**src/hdl/pba_pkg.sv**
```systemverilog
package pba_pkg;

	localparam int NUM_PAGES_D  = 1024;
	localparam int PAGE_SHIFT_D = 12;

	localparam int WORD_W  = 32;
	localparam int WORD_SH = 5;

	localparam int ADDR_W    = 32;
	localparam int OUT_IDX_W = 10;
	localparam int REQ_W     = 2;
	localparam int STATUS_W  = 2;
	localparam int CFG_IDX_W = 2;

	localparam logic [REQ_W-1:0] REQ_ALLOC = 2'd0;
	localparam logic [REQ_W-1:0] REQ_FREE  = 2'd1;
	localparam logic [REQ_W-1:0] REQ_INIT  = 2'd2;

	localparam logic [STATUS_W-1:0] STATUS_OK      = 2'd0;
	localparam logic [STATUS_W-1:0] STATUS_NO_PAGE = 2'd1;
	localparam logic [STATUS_W-1:0] STATUS_RANGE   = 2'd2;

	localparam logic [CFG_IDX_W-1:0] CFG_MEM_BASE   = 2'd0;
	localparam logic [CFG_IDX_W-1:0] CFG_KERNEL_END = 2'd1;
	localparam logic [CFG_IDX_W-1:0] CFG_MEM_END    = 2'd2;

	localparam logic [ADDR_W-1:0] MEM_BASE_RST   = 32'h8000_0000;
	localparam logic [ADDR_W-1:0] KERNEL_END_RST = 32'h8000_0000;
	localparam logic [ADDR_W-1:0] MEM_END_RST    = 32'h8040_0000;

	localparam int BOUND_LAT = 3;

endpackage

```
**src/hdl/page_bitmap_allocator_core.sv**
```systemverilog
// First-fit page allocator over a one-bit-per-page free map held in a synchronous
// RAM of 32-bit words, one result word per request word. After reset a clearing
// pass writes every map word (NUM_PAGES_P / 32, rounded up) to all used, while no
// request is taken. An allocate scans the map one word per cycle, and an init
// rewrites every map word. The result sits in an output register, so a new
// request is taken while the previous result still waits.
module page_bitmap_allocator_core import pba_pkg::*; #(
	parameter int NUM_PAGES_P = NUM_PAGES_D,
	parameter int PAGE_SHIFT  = PAGE_SHIFT_D
) (
	input  logic                 clk,
	input  logic                 arst_n,
	input  logic                 s_tvalid,
	output logic                 s_tready,
	input  logic [31:0]          s_tdata,   // address
	input  logic [7:0]           s_tuser,   // req_type, zero fill
	output logic                 m_tvalid,
	input  logic                 m_tready,
	output logic [47:0]          m_tdata,   // page_address, page_index, zero fill
	output logic [7:0]           m_tuser,   // status, zero fill
	input  logic                 cfg_valid,
	output logic                 cfg_ready,
	input  logic [CFG_IDX_W-1:0] cfg_index,
	input  logic [ADDR_W-1:0]    cfg_data
);

	localparam int NUM_WORDS = (NUM_PAGES_P + WORD_W - 1) / WORD_W;
	localparam int WIDX_W    = (NUM_WORDS > 1) ? $clog2(NUM_WORDS) : 1;
	localparam int IDX_W     = $clog2(NUM_PAGES_P);
	localparam int CNT_W     = $clog2(NUM_PAGES_P + 1);
	localparam logic [WIDX_W-1:0] LAST_W = WIDX_W'(NUM_WORDS - 1);
	localparam logic [ADDR_W-1:0] PG_MASK32 = 32'((64'd1 << PAGE_SHIFT) - 64'd1);

	typedef enum logic [7:0] {
		ST_CLEAR     = 8'b0000_0001,
		ST_IDLE      = 8'b0000_0010,
		ST_ALLOC     = 8'b0000_0100,
		ST_FREE_RD   = 8'b0000_1000,
		ST_FREE_WR   = 8'b0001_0000,
		ST_INIT_WAIT = 8'b0010_0000,
		ST_INIT      = 8'b0100_0000,
		ST_DONE      = 8'b1000_0000
	} state_t;

	state_t              state_q;
	logic [WIDX_W-1:0]   scan_q;
	logic                issue_done_q;
	logic                rd_vld_s1;
	logic [WIDX_W-1:0]   rd_widx_s1;
	logic [ADDR_W-1:0]   addr_q;
	logic [IDX_W-1:0]    free_idx_q;
	logic [1:0]          wait_q;
	logic [ADDR_W-1:0]   pend_addr_q;
	logic [OUT_IDX_W-1:0] pend_idx_q;
	logic [STATUS_W-1:0] pend_st_q;
	logic                m_valid_q;
	logic [ADDR_W-1:0]   m_addr_q;
	logic [OUT_IDX_W-1:0] m_idx_q;
	logic [STATUS_W-1:0] m_st_q;
	logic [ADDR_W-1:0]   mem_base_q;
	logic [ADDR_W-1:0]   kernel_end_q;
	logic [ADDR_W-1:0]   mem_end_q;

	logic                rd_en;
	logic [WIDX_W-1:0]   rd_addr;
	logic [WORD_W-1:0]   rd_data;
	logic                wr_en;
	logic [WIDX_W-1:0]   wr_addr;
	logic [WORD_W-1:0]   wr_data;

	logic [CNT_W-1:0]    clr_hi;
	logic [CNT_W-1:0]    set_lo;
	logic [CNT_W-1:0]    set_hi;

	logic [ADDR_W-1:0]   fr_page;
	logic [ADDR_W-1:0]   fr_idx32;
	logic                fr_oor;
	logic [WIDX_W-1:0]   fr_widx;
	logic [WIDX_W-1:0]   fw_widx;
	logic [WORD_SH-1:0]  fw_bit;
	logic [WORD_SH-1:0]  ffs_bit;
	logic [ADDR_W-1:0]   alloc_idx32;
	logic [WORD_W-1:0]   clr_mask;
	logic [WORD_W-1:0]   set_mask;
	logic                accept;
	logic                res_load;

	function automatic logic [WORD_SH-1:0] first_set(input logic [WORD_W-1:0] w);
		logic [WORD_SH-1:0] r;
		r = '0;
		for (int i = WORD_W - 1; i >= 0; i--) begin
			if (w[i]) begin
				r = WORD_SH'(i);
			end
		end
		return r;
	endfunction

	function automatic logic [WORD_W-1:0] below_mask(input logic [CNT_W-1:0] bnd,
			input logic [WIDX_W-1:0] w);
		logic [31:0] b;
		logic [31:0] lo;
		logic [31:0] off;
		logic [WORD_W-1:0] r;
		b   = 32'(bnd);
		lo  = 32'(w) << WORD_SH;
		off = b - lo;
		if (b <= lo) begin
			r = '0;
		end else if (b >= lo + 32'(WORD_W)) begin
			r = '1;
		end else begin
			r = ~({WORD_W{1'b1}} << off[WORD_SH-1:0]);
		end
		return r;
	endfunction

	pba_map_ram #(
		.WORDS  (NUM_WORDS),
		.ADDR_W (WIDX_W)
	) u_ram (
		.clk     (clk),
		.wr_en   (wr_en),
		.wr_addr (wr_addr),
		.wr_data (wr_data),
		.rd_en   (rd_en),
		.rd_addr (rd_addr),
		.rd_data (rd_data)
	);

	pba_bound_calc #(
		.NUM_PAGES_P (NUM_PAGES_P),
		.PAGE_SHIFT  (PAGE_SHIFT),
		.CNT_W       (CNT_W)
	) u_bound (
		.clk        (clk),
		.arst_n     (arst_n),
		.mem_base   (mem_base_q),
		.kernel_end (kernel_end_q),
		.mem_end    (mem_end_q),
		.clr_hi     (clr_hi),
		.set_lo     (set_lo),
		.set_hi     (set_hi)
	);

	assign s_tready  = (state_q == ST_IDLE);
	assign accept    = s_tvalid && s_tready;
	assign cfg_ready = 1'b1;
	assign m_tvalid  = m_valid_q;
	assign m_tdata   = {6'd0, m_idx_q, m_addr_q};
	assign m_tuser   = {6'd0, m_st_q};
	assign res_load  = (state_q == ST_DONE) && (!m_valid_q || m_tready);

	assign fr_page  = addr_q & ~PG_MASK32;
	assign fr_idx32 = (fr_page - mem_base_q) >> PAGE_SHIFT;
	assign fr_oor   = (fr_page < mem_base_q) || (fr_idx32 >= 32'(NUM_PAGES_P));
	assign fr_widx  = WIDX_W'(fr_idx32 >> WORD_SH);
	assign fw_widx  = WIDX_W'(32'(free_idx_q) >> WORD_SH);
	assign fw_bit   = WORD_SH'(32'(free_idx_q));

	assign ffs_bit     = first_set(rd_data);
	assign alloc_idx32 = (32'(rd_widx_s1) << WORD_SH) | 32'(ffs_bit);
	assign clr_mask    = below_mask(clr_hi, rd_widx_s1);
	assign set_mask    = below_mask(set_hi, rd_widx_s1) & ~below_mask(set_lo, rd_widx_s1);

	always_comb begin
		rd_en   = 1'b0;
		rd_addr = scan_q;
		wr_en   = 1'b0;
		wr_addr = rd_widx_s1;
		wr_data = '0;
		unique case (state_q)
			ST_CLEAR: begin
				wr_en   = 1'b1;
				wr_addr = scan_q;
			end
			ST_ALLOC: begin
				rd_en = !issue_done_q;
				if (rd_vld_s1 && (rd_data != '0)) begin
					wr_en   = 1'b1;
					wr_data = rd_data & ~(WORD_W'(1) << ffs_bit);
				end
			end
			ST_INIT: begin
				rd_en = !issue_done_q;
				if (rd_vld_s1) begin
					wr_en   = 1'b1;
					wr_data = (rd_data & ~clr_mask) | set_mask;
				end
			end
			ST_FREE_RD: begin
				rd_en   = !fr_oor;
				rd_addr = fr_widx;
			end
			ST_FREE_WR: begin
				wr_en   = 1'b1;
				wr_addr = fw_widx;
				wr_data = rd_data | (WORD_W'(1) << fw_bit);
			end
			default: begin
			end
		endcase
	end

	always_ff @(posedge clk or negedge arst_n) begin
		if (!arst_n) begin
			mem_base_q   <= MEM_BASE_RST;
			kernel_end_q <= KERNEL_END_RST;
			mem_end_q    <= MEM_END_RST;
		end else if (cfg_valid) begin
			unique case (cfg_index)
				CFG_MEM_BASE:   mem_base_q   <= cfg_data;
				CFG_KERNEL_END: kernel_end_q <= cfg_data;
				CFG_MEM_END:    mem_end_q    <= cfg_data;
				default: begin
				end
			endcase
		end
	end

	always_ff @(posedge clk or negedge arst_n) begin
		if (!arst_n) begin
			state_q      <= ST_CLEAR;
			scan_q       <= '0;
			issue_done_q <= 1'b0;
			rd_vld_s1    <= 1'b0;
			rd_widx_s1   <= '0;
			wait_q       <= '0;
		end else begin
			rd_vld_s1  <= rd_en;
			rd_widx_s1 <= rd_addr;
			if (rd_en && ((state_q == ST_ALLOC) || (state_q == ST_INIT))) begin
				scan_q <= scan_q + WIDX_W'(1);
				if (scan_q == LAST_W) begin
					issue_done_q <= 1'b1;
				end
			end
			unique case (state_q)
				ST_CLEAR: begin
					if (scan_q == LAST_W) begin
						scan_q  <= '0;
						state_q <= ST_IDLE;
					end else begin
						scan_q <= scan_q + WIDX_W'(1);
					end
				end
				ST_IDLE: begin
					if (accept) begin
						scan_q       <= '0;
						issue_done_q <= 1'b0;
						wait_q       <= '0;
						unique case (s_tuser[REQ_W-1:0])
							REQ_ALLOC: state_q <= ST_ALLOC;
							REQ_FREE:  state_q <= ST_FREE_RD;
							REQ_INIT:  state_q <= ST_INIT_WAIT;
							default:   state_q <= ST_DONE;
						endcase
					end
				end
				ST_ALLOC: begin
					if (rd_vld_s1 && ((rd_data != '0) || (rd_widx_s1 == LAST_W))) begin
						state_q <= ST_DONE;
					end
				end
				ST_FREE_RD: begin
					state_q <= fr_oor ? ST_DONE : ST_FREE_WR;
				end
				ST_FREE_WR: begin
					state_q <= ST_DONE;
				end
				ST_INIT_WAIT: begin
					wait_q <= wait_q + 2'd1;
					if (wait_q == 2'(BOUND_LAT - 1)) begin
						state_q <= ST_INIT;
					end
				end
				ST_INIT: begin
					if (rd_vld_s1 && (rd_widx_s1 == LAST_W)) begin
						state_q <= ST_DONE;
					end
				end
				ST_DONE: begin
					if (res_load) begin
						state_q <= ST_IDLE;
					end
				end
				default: state_q <= ST_IDLE;
			endcase
		end
	end

	always_ff @(posedge clk) begin
		if (accept) begin
			addr_q      <= s_tdata;
			pend_addr_q <= '0;
			pend_idx_q  <= '0;
			pend_st_q   <= STATUS_OK;
		end
		if ((state_q == ST_ALLOC) && rd_vld_s1) begin
			if (rd_data != '0) begin
				pend_addr_q <= mem_base_q + (alloc_idx32 << PAGE_SHIFT);
				pend_idx_q  <= OUT_IDX_W'(alloc_idx32);
				pend_st_q   <= STATUS_OK;
			end else begin
				pend_st_q   <= STATUS_NO_PAGE;
			end
		end
		if (state_q == ST_FREE_RD) begin
			free_idx_q <= IDX_W'(fr_idx32);
			pend_st_q  <= fr_oor ? STATUS_RANGE : STATUS_OK;
		end
		if (state_q == ST_FREE_WR) begin
			pend_idx_q <= OUT_IDX_W'(32'(free_idx_q));
		end
		if (res_load) begin
			m_addr_q <= pend_addr_q;
			m_idx_q  <= pend_idx_q;
			m_st_q   <= pend_st_q;
		end
	end

	always_ff @(posedge clk or negedge arst_n) begin
		if (!arst_n) begin
			m_valid_q <= 1'b0;
		end else if (res_load) begin
			m_valid_q <= 1'b1;
		end else if (m_tready) begin
			m_valid_q <= 1'b0;
		end
	end

	a_no_rw_collision: assert property (@(posedge clk) disable iff (!arst_n)
		(wr_en && rd_en) |-> (wr_addr != rd_addr))
		else $error("map read and write hit the same word");

	a_alloc_one_bit: assert property (@(posedge clk) disable iff (!arst_n)
		(wr_en && (state_q == ST_ALLOC)) |-> ($countones(rd_data ^ wr_data) == 1))
		else $error("allocate changed other than one page");

	a_result_not_dropped: assert property (@(posedge clk) disable iff (!arst_n)
		(m_tvalid && !m_tready) |=> m_tvalid)
		else $error("pending result lost");

	a_ok_alloc_addr: assert property (@(posedge clk) disable iff (!arst_n)
		((state_q == ST_ALLOC) && rd_vld_s1 && (rd_data != '0)) |=>
		(pend_st_q == STATUS_OK) && (state_q == ST_DONE))
		else $error("allocate hit did not finish");

endmodule

```
**src/hdl/pba_map_ram.sv**
```systemverilog
module pba_map_ram import pba_pkg::*; #(
	parameter int WORDS  = NUM_PAGES_D / WORD_W,
	parameter int ADDR_W = 5
) (
	input  logic              clk,
	input  logic              wr_en,
	input  logic [ADDR_W-1:0] wr_addr,
	input  logic [WORD_W-1:0] wr_data,
	input  logic              rd_en,
	input  logic [ADDR_W-1:0] rd_addr,
	output logic [WORD_W-1:0] rd_data
);

	logic [WORD_W-1:0] mem [WORDS];

	always_ff @(posedge clk) begin
		if (wr_en) begin
			mem[wr_addr] <= wr_data;
		end
	end

	always_ff @(posedge clk) begin
		if (rd_en) begin
			rd_data <= mem[rd_addr];
		end
	end

endmodule

```
**src/hdl/pba_bound_calc.sv**
```systemverilog
module pba_bound_calc import pba_pkg::*; #(
	parameter int NUM_PAGES_P = NUM_PAGES_D,
	parameter int PAGE_SHIFT  = PAGE_SHIFT_D,
	parameter int CNT_W       = $clog2(NUM_PAGES_P + 1)
) (
	input  logic              clk,
	input  logic              arst_n,
	input  logic [ADDR_W-1:0] mem_base,
	input  logic [ADDR_W-1:0] kernel_end,
	input  logic [ADDR_W-1:0] mem_end,
	output logic [CNT_W-1:0]  clr_hi,
	output logic [CNT_W-1:0]  set_lo,
	output logic [CNT_W-1:0]  set_hi
);

	localparam logic [32:0] PG_MASK = 33'((64'd1 << PAGE_SHIFT) - 64'd1);
	localparam logic signed [33:0] NUM_S = 34'(NUM_PAGES_P);

	logic [32:0]        start_s1;
	logic [ADDR_W-1:0]  base_s1;
	logic [ADDR_W-1:0]  end_s1;
	logic signed [33:0] d0_s2;
	logic               ge_s2;
	logic               set_en_s2;
	logic signed [33:0] cnt_s2;

	logic signed [33:0] diff;
	logic [32:0]        stop;
	logic [32:0]        span;
	logic signed [33:0] sum;

	function automatic logic [CNT_W-1:0] clamp(input logic signed [33:0] v);
		logic [CNT_W-1:0] r;
		if (v < 34'sd0) begin
			r = '0;
		end else if (v > NUM_S) begin
			r = CNT_W'(NUM_PAGES_P);
		end else begin
			r = CNT_W'(v);
		end
		return r;
	endfunction

	assign diff = $signed({1'b0, start_s1}) - $signed({2'b00, base_s1});
	assign stop = {1'b0, end_s1} & ~PG_MASK;
	assign span = (stop - start_s1 + PG_MASK) >> PAGE_SHIFT;
	assign sum  = d0_s2 + cnt_s2;

	always_ff @(posedge clk or negedge arst_n) begin
		if (!arst_n) begin
			start_s1  <= '0;
			base_s1   <= '0;
			end_s1    <= '0;
			d0_s2     <= '0;
			ge_s2     <= 1'b0;
			set_en_s2 <= 1'b0;
			cnt_s2    <= '0;
			clr_hi    <= '0;
			set_lo    <= '0;
			set_hi    <= '0;
		end else begin
			start_s1  <= ({1'b0, kernel_end} + PG_MASK) & ~PG_MASK;
			base_s1   <= mem_base;
			end_s1    <= mem_end;
			d0_s2     <= diff >>> PAGE_SHIFT;
			ge_s2     <= !diff[33];
			set_en_s2 <= start_s1 < {1'b0, end_s1};
			cnt_s2    <= (stop > start_s1) ? $signed({1'b0, span}) : 34'sd1;
			clr_hi    <= ge_s2 ? clamp(d0_s2) : '0;
			set_lo    <= clamp(d0_s2);
			set_hi    <= set_en_s2 ? clamp(sum) : '0;
		end
	end

endmodule
```
**config.mk**
```make
export PLATFORM = sky130hd
export DESIGN_NAME = page_bitmap_allocator_core
export DESIGN_NICKNAME = d
export VERILOG_FILES = /design/src/hdl/pba_pkg.sv /design/src/hdl/page_bitmap_allocator_core.sv /design/src/hdl/pba_map_ram.sv /design/src/hdl/pba_bound_calc.sv
export SDC_FILE = /design/constraint.sdc
export NUM_CORES = 2
export LEC_CHECK = 0
export ABC_AREA = 1
export BUFFER_PORTS_ARGS = -buffer_cell sky130_fd_sc_hd__buf_2
export CAP_MARGIN = 10
export CORE_MARGIN = 2
export CORE_UTILIZATION = 40
export DETAILED_ROUTE_END_ITERATION = 12
export SETUP_SLACK_MARGIN = 0.2
export SYNTH_ARGS = -nofsm -noshare
export SYNTH_HDL_FRONTEND = slang
export SYNTH_SLANG_ARGS = --single-unit
export TNS_END_PERCENT = 50
```
**constraint.sdc**
```tcl
create_clock -name clk -period 5.9 [get_ports clk]
set_input_delay 0.59 -clock clk [delete_from_list [all_inputs] [get_ports clk]]
set_output_delay 0.59 -clock clk [all_outputs]
set_load 0.05 [all_outputs]
```
After elaboration in Yosys (flattened, before gate mapping). Memory sizes are Yosys's and may differ from the RTL's. A register that Yosys moved wholly into a read port is not among the register bits. Index checks and enable logic that the tools add are counted.

Register bits after elaboration: 425. RAM bits: 1024. Input bits: 79. Output and inout bits: 59. Word-level logic and storage cells: 210. Memories kept: 1.

Memory list: u_ram.mem (words 32, width 32, read ports 1, clocked after memory_dff 1, wr ports 1, line pba_map_ram.sv:14) `logic [WORD_W-1:0] mem [WORDS];`.

Add/subtract/negate cells: 13. Order comparisons: 14. Equality and inequality tests: 21. Shifts and indexed selects: 5. Muxes and demuxes: 88. Bitwise gates (word level): 12. Reductions and logical operators: 28.

Operators with widths (count): 32-bit two-way mux (11); 32-bit NOT (6); 5-bit two-way mux (36); 32-bit bitwise AND (3); 32-bit case mux with 3 select lines (1); 32-bit by 5-bit << shifter with 32-bit output (first input constant) (3); 11-bit two-way mux (6); 32-bit bitwise OR (2); 8-bit case mux with 8 select lines (1); 1-bit by 5-bit << shifter with 32-bit output (first input constant) (2); 8-bit two-way mux (7); 10-bit two-way mux (4); 22-bit by 34-bit adder with 34-bit output (1); 34-bit by 12-bit greater-than comparator with 1-bit output (second input constant) (1); 34-bit by 1-bit less-than comparator with 1-bit output (second input constant) (1); 33-bit by 32-bit subtractor with 34-bit output (1); 32-bit by 12-bit adder with 33-bit output (second input constant) (1); 33-bit by 12-bit adder with 33-bit output (second input constant) (1); 11-bit >= comparator (3); 32-bit by 33-bit greater-than comparator with 1-bit output (1); 11-bit by 10-bit less-or-equal comparator with 1-bit output (3); 33-bit by 32-bit less-than comparator with 1-bit output (1); 32-bit by 33-bit subtractor with 33-bit output (1); 32-bit by 22-bit adder with 32-bit output (1); other kinds (41) (83).

Depth between registers and ports, before layout.
Depth after elaboration: 37. Gate-level depth with buffers: 53.

By module. From an unflattened synthesis, not the netlist that was laid out.

Cell total of the unflattened synthesis: 6510. Area total of the unflattened synthesis: 66581.4 sq um.

By module, submodules not included: pba_map_ram (instances 1, cells an instance 3536, area each 42726.0 sq um, seq. area each 31710.4 sq um); page_bitmap_allocator_core (instances 1, cells an instance 1746, area each 13873.3 sq um, seq. area each 6107.1 sq um); pba_bound_calc (instances 1, cells an instance 1228, area each 9982.1 sq um, seq. area each 4078.9 sq um).

Least setup slack after synthesis. OpenSTA, ideal clock, no wires.

Path type: register to register. From: register mem_base_q[12]. To: register u_ram.rd_data[0] (read register of u_ram.mem) (enable). Arrival: 4.584 ns. Data required time: 5.432 ns. Slack: 0.848 ns. Stages on the path, launching flop included: 16. Period minus slack after synthesis: 5.052 ns. Cell sequence: dfrtp_1 -> inv_1 -> ha_1 -> a21oi_2 -> o21ai_4 -> a21oi_2 -> o21ai_4 -> nand2_2 -> nand2_2 -> a21boi_0 -> o21bai_1 -> xnor2_1 -> nand4_1 -> nor2_1 -> nand3_1 -> o21ai_0.

Word-level cells in the longest chain between the ends: 5. Elaborated cells between the ends (all ways): 7.

Ends and longest elaborated chain: start, declared (line page_bitmap_allocator_core.sv:60) `logic [ADDR_W-1:0] mem_base_q;`; start signal, assigned (line page_bitmap_allocator_core.sv:212) `CFG_MEM_BASE: mem_base_q <= cfg_data;`; 32-bit subtractor (line page_bitmap_allocator_core.sv:155) `assign fr_idx32 = (fr_page - mem_base_q) >> PAGE_SHIFT;`; 20-bit by 11-bit >= comparator with 1-bit output (line page_bitmap_allocator_core.sv:156) `assign fr_oor = (fr_page < mem_base_q) || (fr_idx32 >= 32'(NUM_PAGES_P));`; 1-bit logical OR * (line page_bitmap_allocator_core.sv:156); 1-bit zero test * (line page_bitmap_allocator_core.sv:192) `rd_en = !fr_oor;`; 1-bit case mux with 2 select lines * (line page_bitmap_allocator_core.sv:172) `unique case (state_q)`; net rd_en (line page_bitmap_allocator_core.sv:64) `logic rd_en;`; end, declared (line pba_map_ram.sv:11) `output logic [WORD_W-1:0] rd_data`.

Mark *: on every way through the listed nets, which the timed path passes. The rest lies on a longest branch. A chain may end at the register's enable or synchronous reset.

Worst setup path in the final report.
From: register u_ram.rd_data[29] (read register of u_ram.mem). To: register pend_addr_q[30].

Word-level cells in the longest chain between the ends: 34. Elaborated cells between the ends (all ways): 35.

Ends and longest elaborated chain: 5-bit two-way mux (30 in a row) (line page_bitmap_allocator_core.sv:92) `if (w[i]) begin`; 10-bit by 5-bit bitwise OR with 10-bit output (line page_bitmap_allocator_core.sv:162) `assign alloc_idx32 = (32'(rd_widx_s1) << WORD_SH) | 32'(ffs_bit);`; 32-bit by 22-bit adder with 32-bit output (line page_bitmap_allocator_core.sv:301) `pend_addr_q <= mem_base_q + (alloc_idx32 << PAGE_SHIFT);`; 32-bit two-way mux * (line page_bitmap_allocator_core.sv:300) `if (rd_data != '0) begin`; 32-bit two-way mux * (line page_bitmap_allocator_core.sv:299) `if ((state_q == ST_ALLOC) && rd_vld_s1) begin`; end signal, assigned (line page_bitmap_allocator_core.sv:301); end, declared (line page_bitmap_allocator_core.sv:53) `logic [ADDR_W-1:0] pend_addr_q;`.

Every way passes the cells marked *; elsewhere a longest branch is shown, timed or not.

==> out/results.ini <==
[status]
status = complete, no violations

[clock_network]
cts_root_buf = clkbuf_16
cts_setup_buffers = 0
cts.sinks = 1456
path_clk_slew_ns = 0.06
cts_tree = done
cts_htree_levels = 4
clk_latency_ns = 0.80
numCtsBuffers = 154
clock_path_buffers = 3

[place]
place_congestion = 0.9361
portBuffers = 106
hpwl_um = 112400
place_area_sq_mm = 0.06683
dpl.cell_count = 7569

[job]
drv_cap = 0

[yosys]
syn_inst = 5551
synthArstFlopShare = 0.1937
netlist_area_sq_mm = 0.06351
synth_top_area_cell = edfxtp_1
yosysTopAreaCellShare = 0.5352
synth_seq_cells = 1456
synthFlopType = edfxtp_1
synth-edff-count = 1132
yosys_warnings = 0
seq_area_frac_synth = 0.6597
yosysUniqueCellTypes = 69
synth.area.top_cells = edfxtp_1, dfrtp_1, o21ai_0
syn_avg_cell_area_sq_um = 11.44

[hold_path]
hold_path_depth = 1
hp-class = input pin to flop
min_from = s_tdata[14]
holdPathEnd = addr_q[14]

[cells_and_area]
fill_cells = 14240
drive_above_1_share = 0.1018
num-nets-final = 5935
layout_commonest_cell = edfxtp_1
fin_cells = 7879
area_growth_pct = 13.74
final_cell_area_sq_mm = 0.07224
final_cell_mix = edfxtp_1, o21ai_0, nor2_1, nand2_1, inv_1

[setup_path]
cp.required_ns = 6.55
worstSetupPathType = flop to flop
crit-reg2reg-launch = u_ram.rd_data[29]
worst_ep_arrival_time_ns = 5.81
startpoint_type = flop
reg2reg_slack_ns = 0.74
worstReg2RegEnd = pend_addr_q[30]
timing.critical_path.mode_cell = nand2_1
endpoint_kind = flop
worstPathMaxFanout = 5
ff2ff_path_depth = 52
max_stage_delay_ns = 0.43
crit_slowest_cell = edfxtp_1

[floorplan]
die_area_sq_mm = 0.1620
die_w_um = 402.5
io_pins = 138
core_area_sq_mm = 0.1580
die_h_um = 402.5
num_rows = 146
start_util = 0.4019

[timing]
skew_ns = 0.05699
slew_violations = 0
fin_setup_tns_ns = 0
hold_viol = 0
period_share = 0.8748
rsz0062_at_grt = yes
slew_headroom = 0.1810
final.min_clock_period_ns = 5.161
setup_violations = 0
clock.fmax_mhz = 193.8
tightest_slew_ns = 1.226

[routing]
drt_iter0_markers = 4812
drc_errors = 0
final_antenna_net_count = 0
detail_route.vias_per_cell = 5.597
avgRoutedWirePerCell_um = 23.86
wirelength_um = 188000
vias = 44100
dr.pass1.iters = 6

[global_route]
antenna_found_initial = 6
grt_max_degree = 189
overflow = 0
grtUsageTotal = 0.2298
grt_pass1_vias = 42670
grt_first_pass_wirelength_um = 278800

[power]
power_density_mw_per_mm2 = 432.9
p_leak_nw = 25.10
ir_drop_mv = 0.4771
finalPower_mw = 31.27

[layout make-up]
type                       instances  area, sq um  share of cell area
multi-input combinational       3402        19150              0.2651
clock buffer                     194         4085             0.05655
sequential                      1456        41900              0.5800
tap                             2072         2592             0.03589
clock inverter                    92         1077             0.01491
inverter                         415         1588             0.02198
timing repair buffer             246         1847             0.02557
antenna                            2        5.005          0.00006928
[critical path: cells and delay by family (launching register included)]
family                   cells  cell delay (ns)
AO/OA/AOI/OAI                5             0.70
adder cells (fa/ha/maj)      2             0.55
AND/OR/NAND/NOR             39             2.77
flip-flops                   1             0.43
buffers and inverters        5             0.46
XOR/XNOR                     1             0.14
[cell usage after synthesis, types with 20 or more instances]
master,count
a21oi_1,178
buf_2,96
clkbuf_1,170
dfrtp_1,277
dfxtp_1,42
edfxtp_1,1132
ha_1,169
inv_1,408
nand2_1,609
nand3_1,192
nand4_1,30
nor2_1,730
nor3_1,45
nor4_1,21
o211ai_1,197
o21ai_0,703
o221ai_1,145
o22ai_1,69
or2_2,46
xnor2_1,20
xor2_1,63
[kinds of logic after synthesis]
logic type	share of synthesized area
adder cells (fa/ha/maj)	0.03708
flip-flops	0.6597
AO/OA/AOI/OAI	0.1343
AND/OR/NAND/NOR	0.1117
buffers and inverters	0.04512
other	0.0001182
XOR/XNOR	0.01196
[routing by layer]
metal / GRT usage / routed length [um]
met2: 0.3675 / 87360
met1: 0.3233 / 81410
met3: 0.03315 / 13500
met5: 0 / 20
met4: 0.07393 / 5742
[how the worst max path moves through the flow]
stage / startpoint / to / cells past startpoint / slack (ns)
after floorplan: mem_base_q[12] / u_ram.rd_data[0] / 15 / 0.85
after global placement: u_ram.rd_data[30] / pend_addr_q[30] / 53 / 0.39
after detailed placement: u_ram.rd_data[29] / pend_addr_q[30] / 52 / 0.40
after CTS: u_ram.rd_data[28] / pend_addr_q[30] / 51 / 0.37
after global routing: u_ram.rd_data[30] / pend_addr_q[30] / 53 / 0.16
final: u_ram.rd_data[29] / pend_addr_q[30] / 52 / 0.74
[power by group]
part / leakage (nW) / switching, mW / internal [mW]
clock network: 2.52 / 4.23 / 5.61
logic: 10.1 / 6.53 / 2.73
registers: 12.5 / 0.504 / 11.7
[repair_timing]
item                       4_1_cts  5_1_grt
resized for setup                0       12
setup endpoints to repair        0        7
hold buffers                    22        0
hold endpoints to repair       113        0
[sequential cells by signal (all words and copies together), names as in the netlist, 8 cells and up]
register          flops
pend_idx_q           10
u_ram.rd_data        32
u_bound.d0_s2        22
u_bound.set_lo       11
u_bound.end_s1       32
state_q               8
free_idx_q           10
m_addr_q             32
addr_q               20
kernel_end_q         32
m_idx_q              10
u_bound.start_s1     21
pend_addr_q          32
u_bound.clr_hi       11
mem_base_q           32
u_bound.set_hi       11
u_bound.cnt_s2       21
mem_end_q            32
u_bound.base_s1      32
u_ram.mem          1024
[through the flow]
stage                       util  setup slack, ns  hold slack, ns
after floorplan                -           0.8480          0.2944
after global placement    0.4229           0.3894          0.3608
after detailed placement  0.4229           0.4038          0.3581
after CTS                 0.4570           0.3736        0.001760
after global routing      0.4571           0.1575         0.03292
final                     0.4572           0.7389         0.06318
Note: power is estimated with default switching activity, not from simulation.
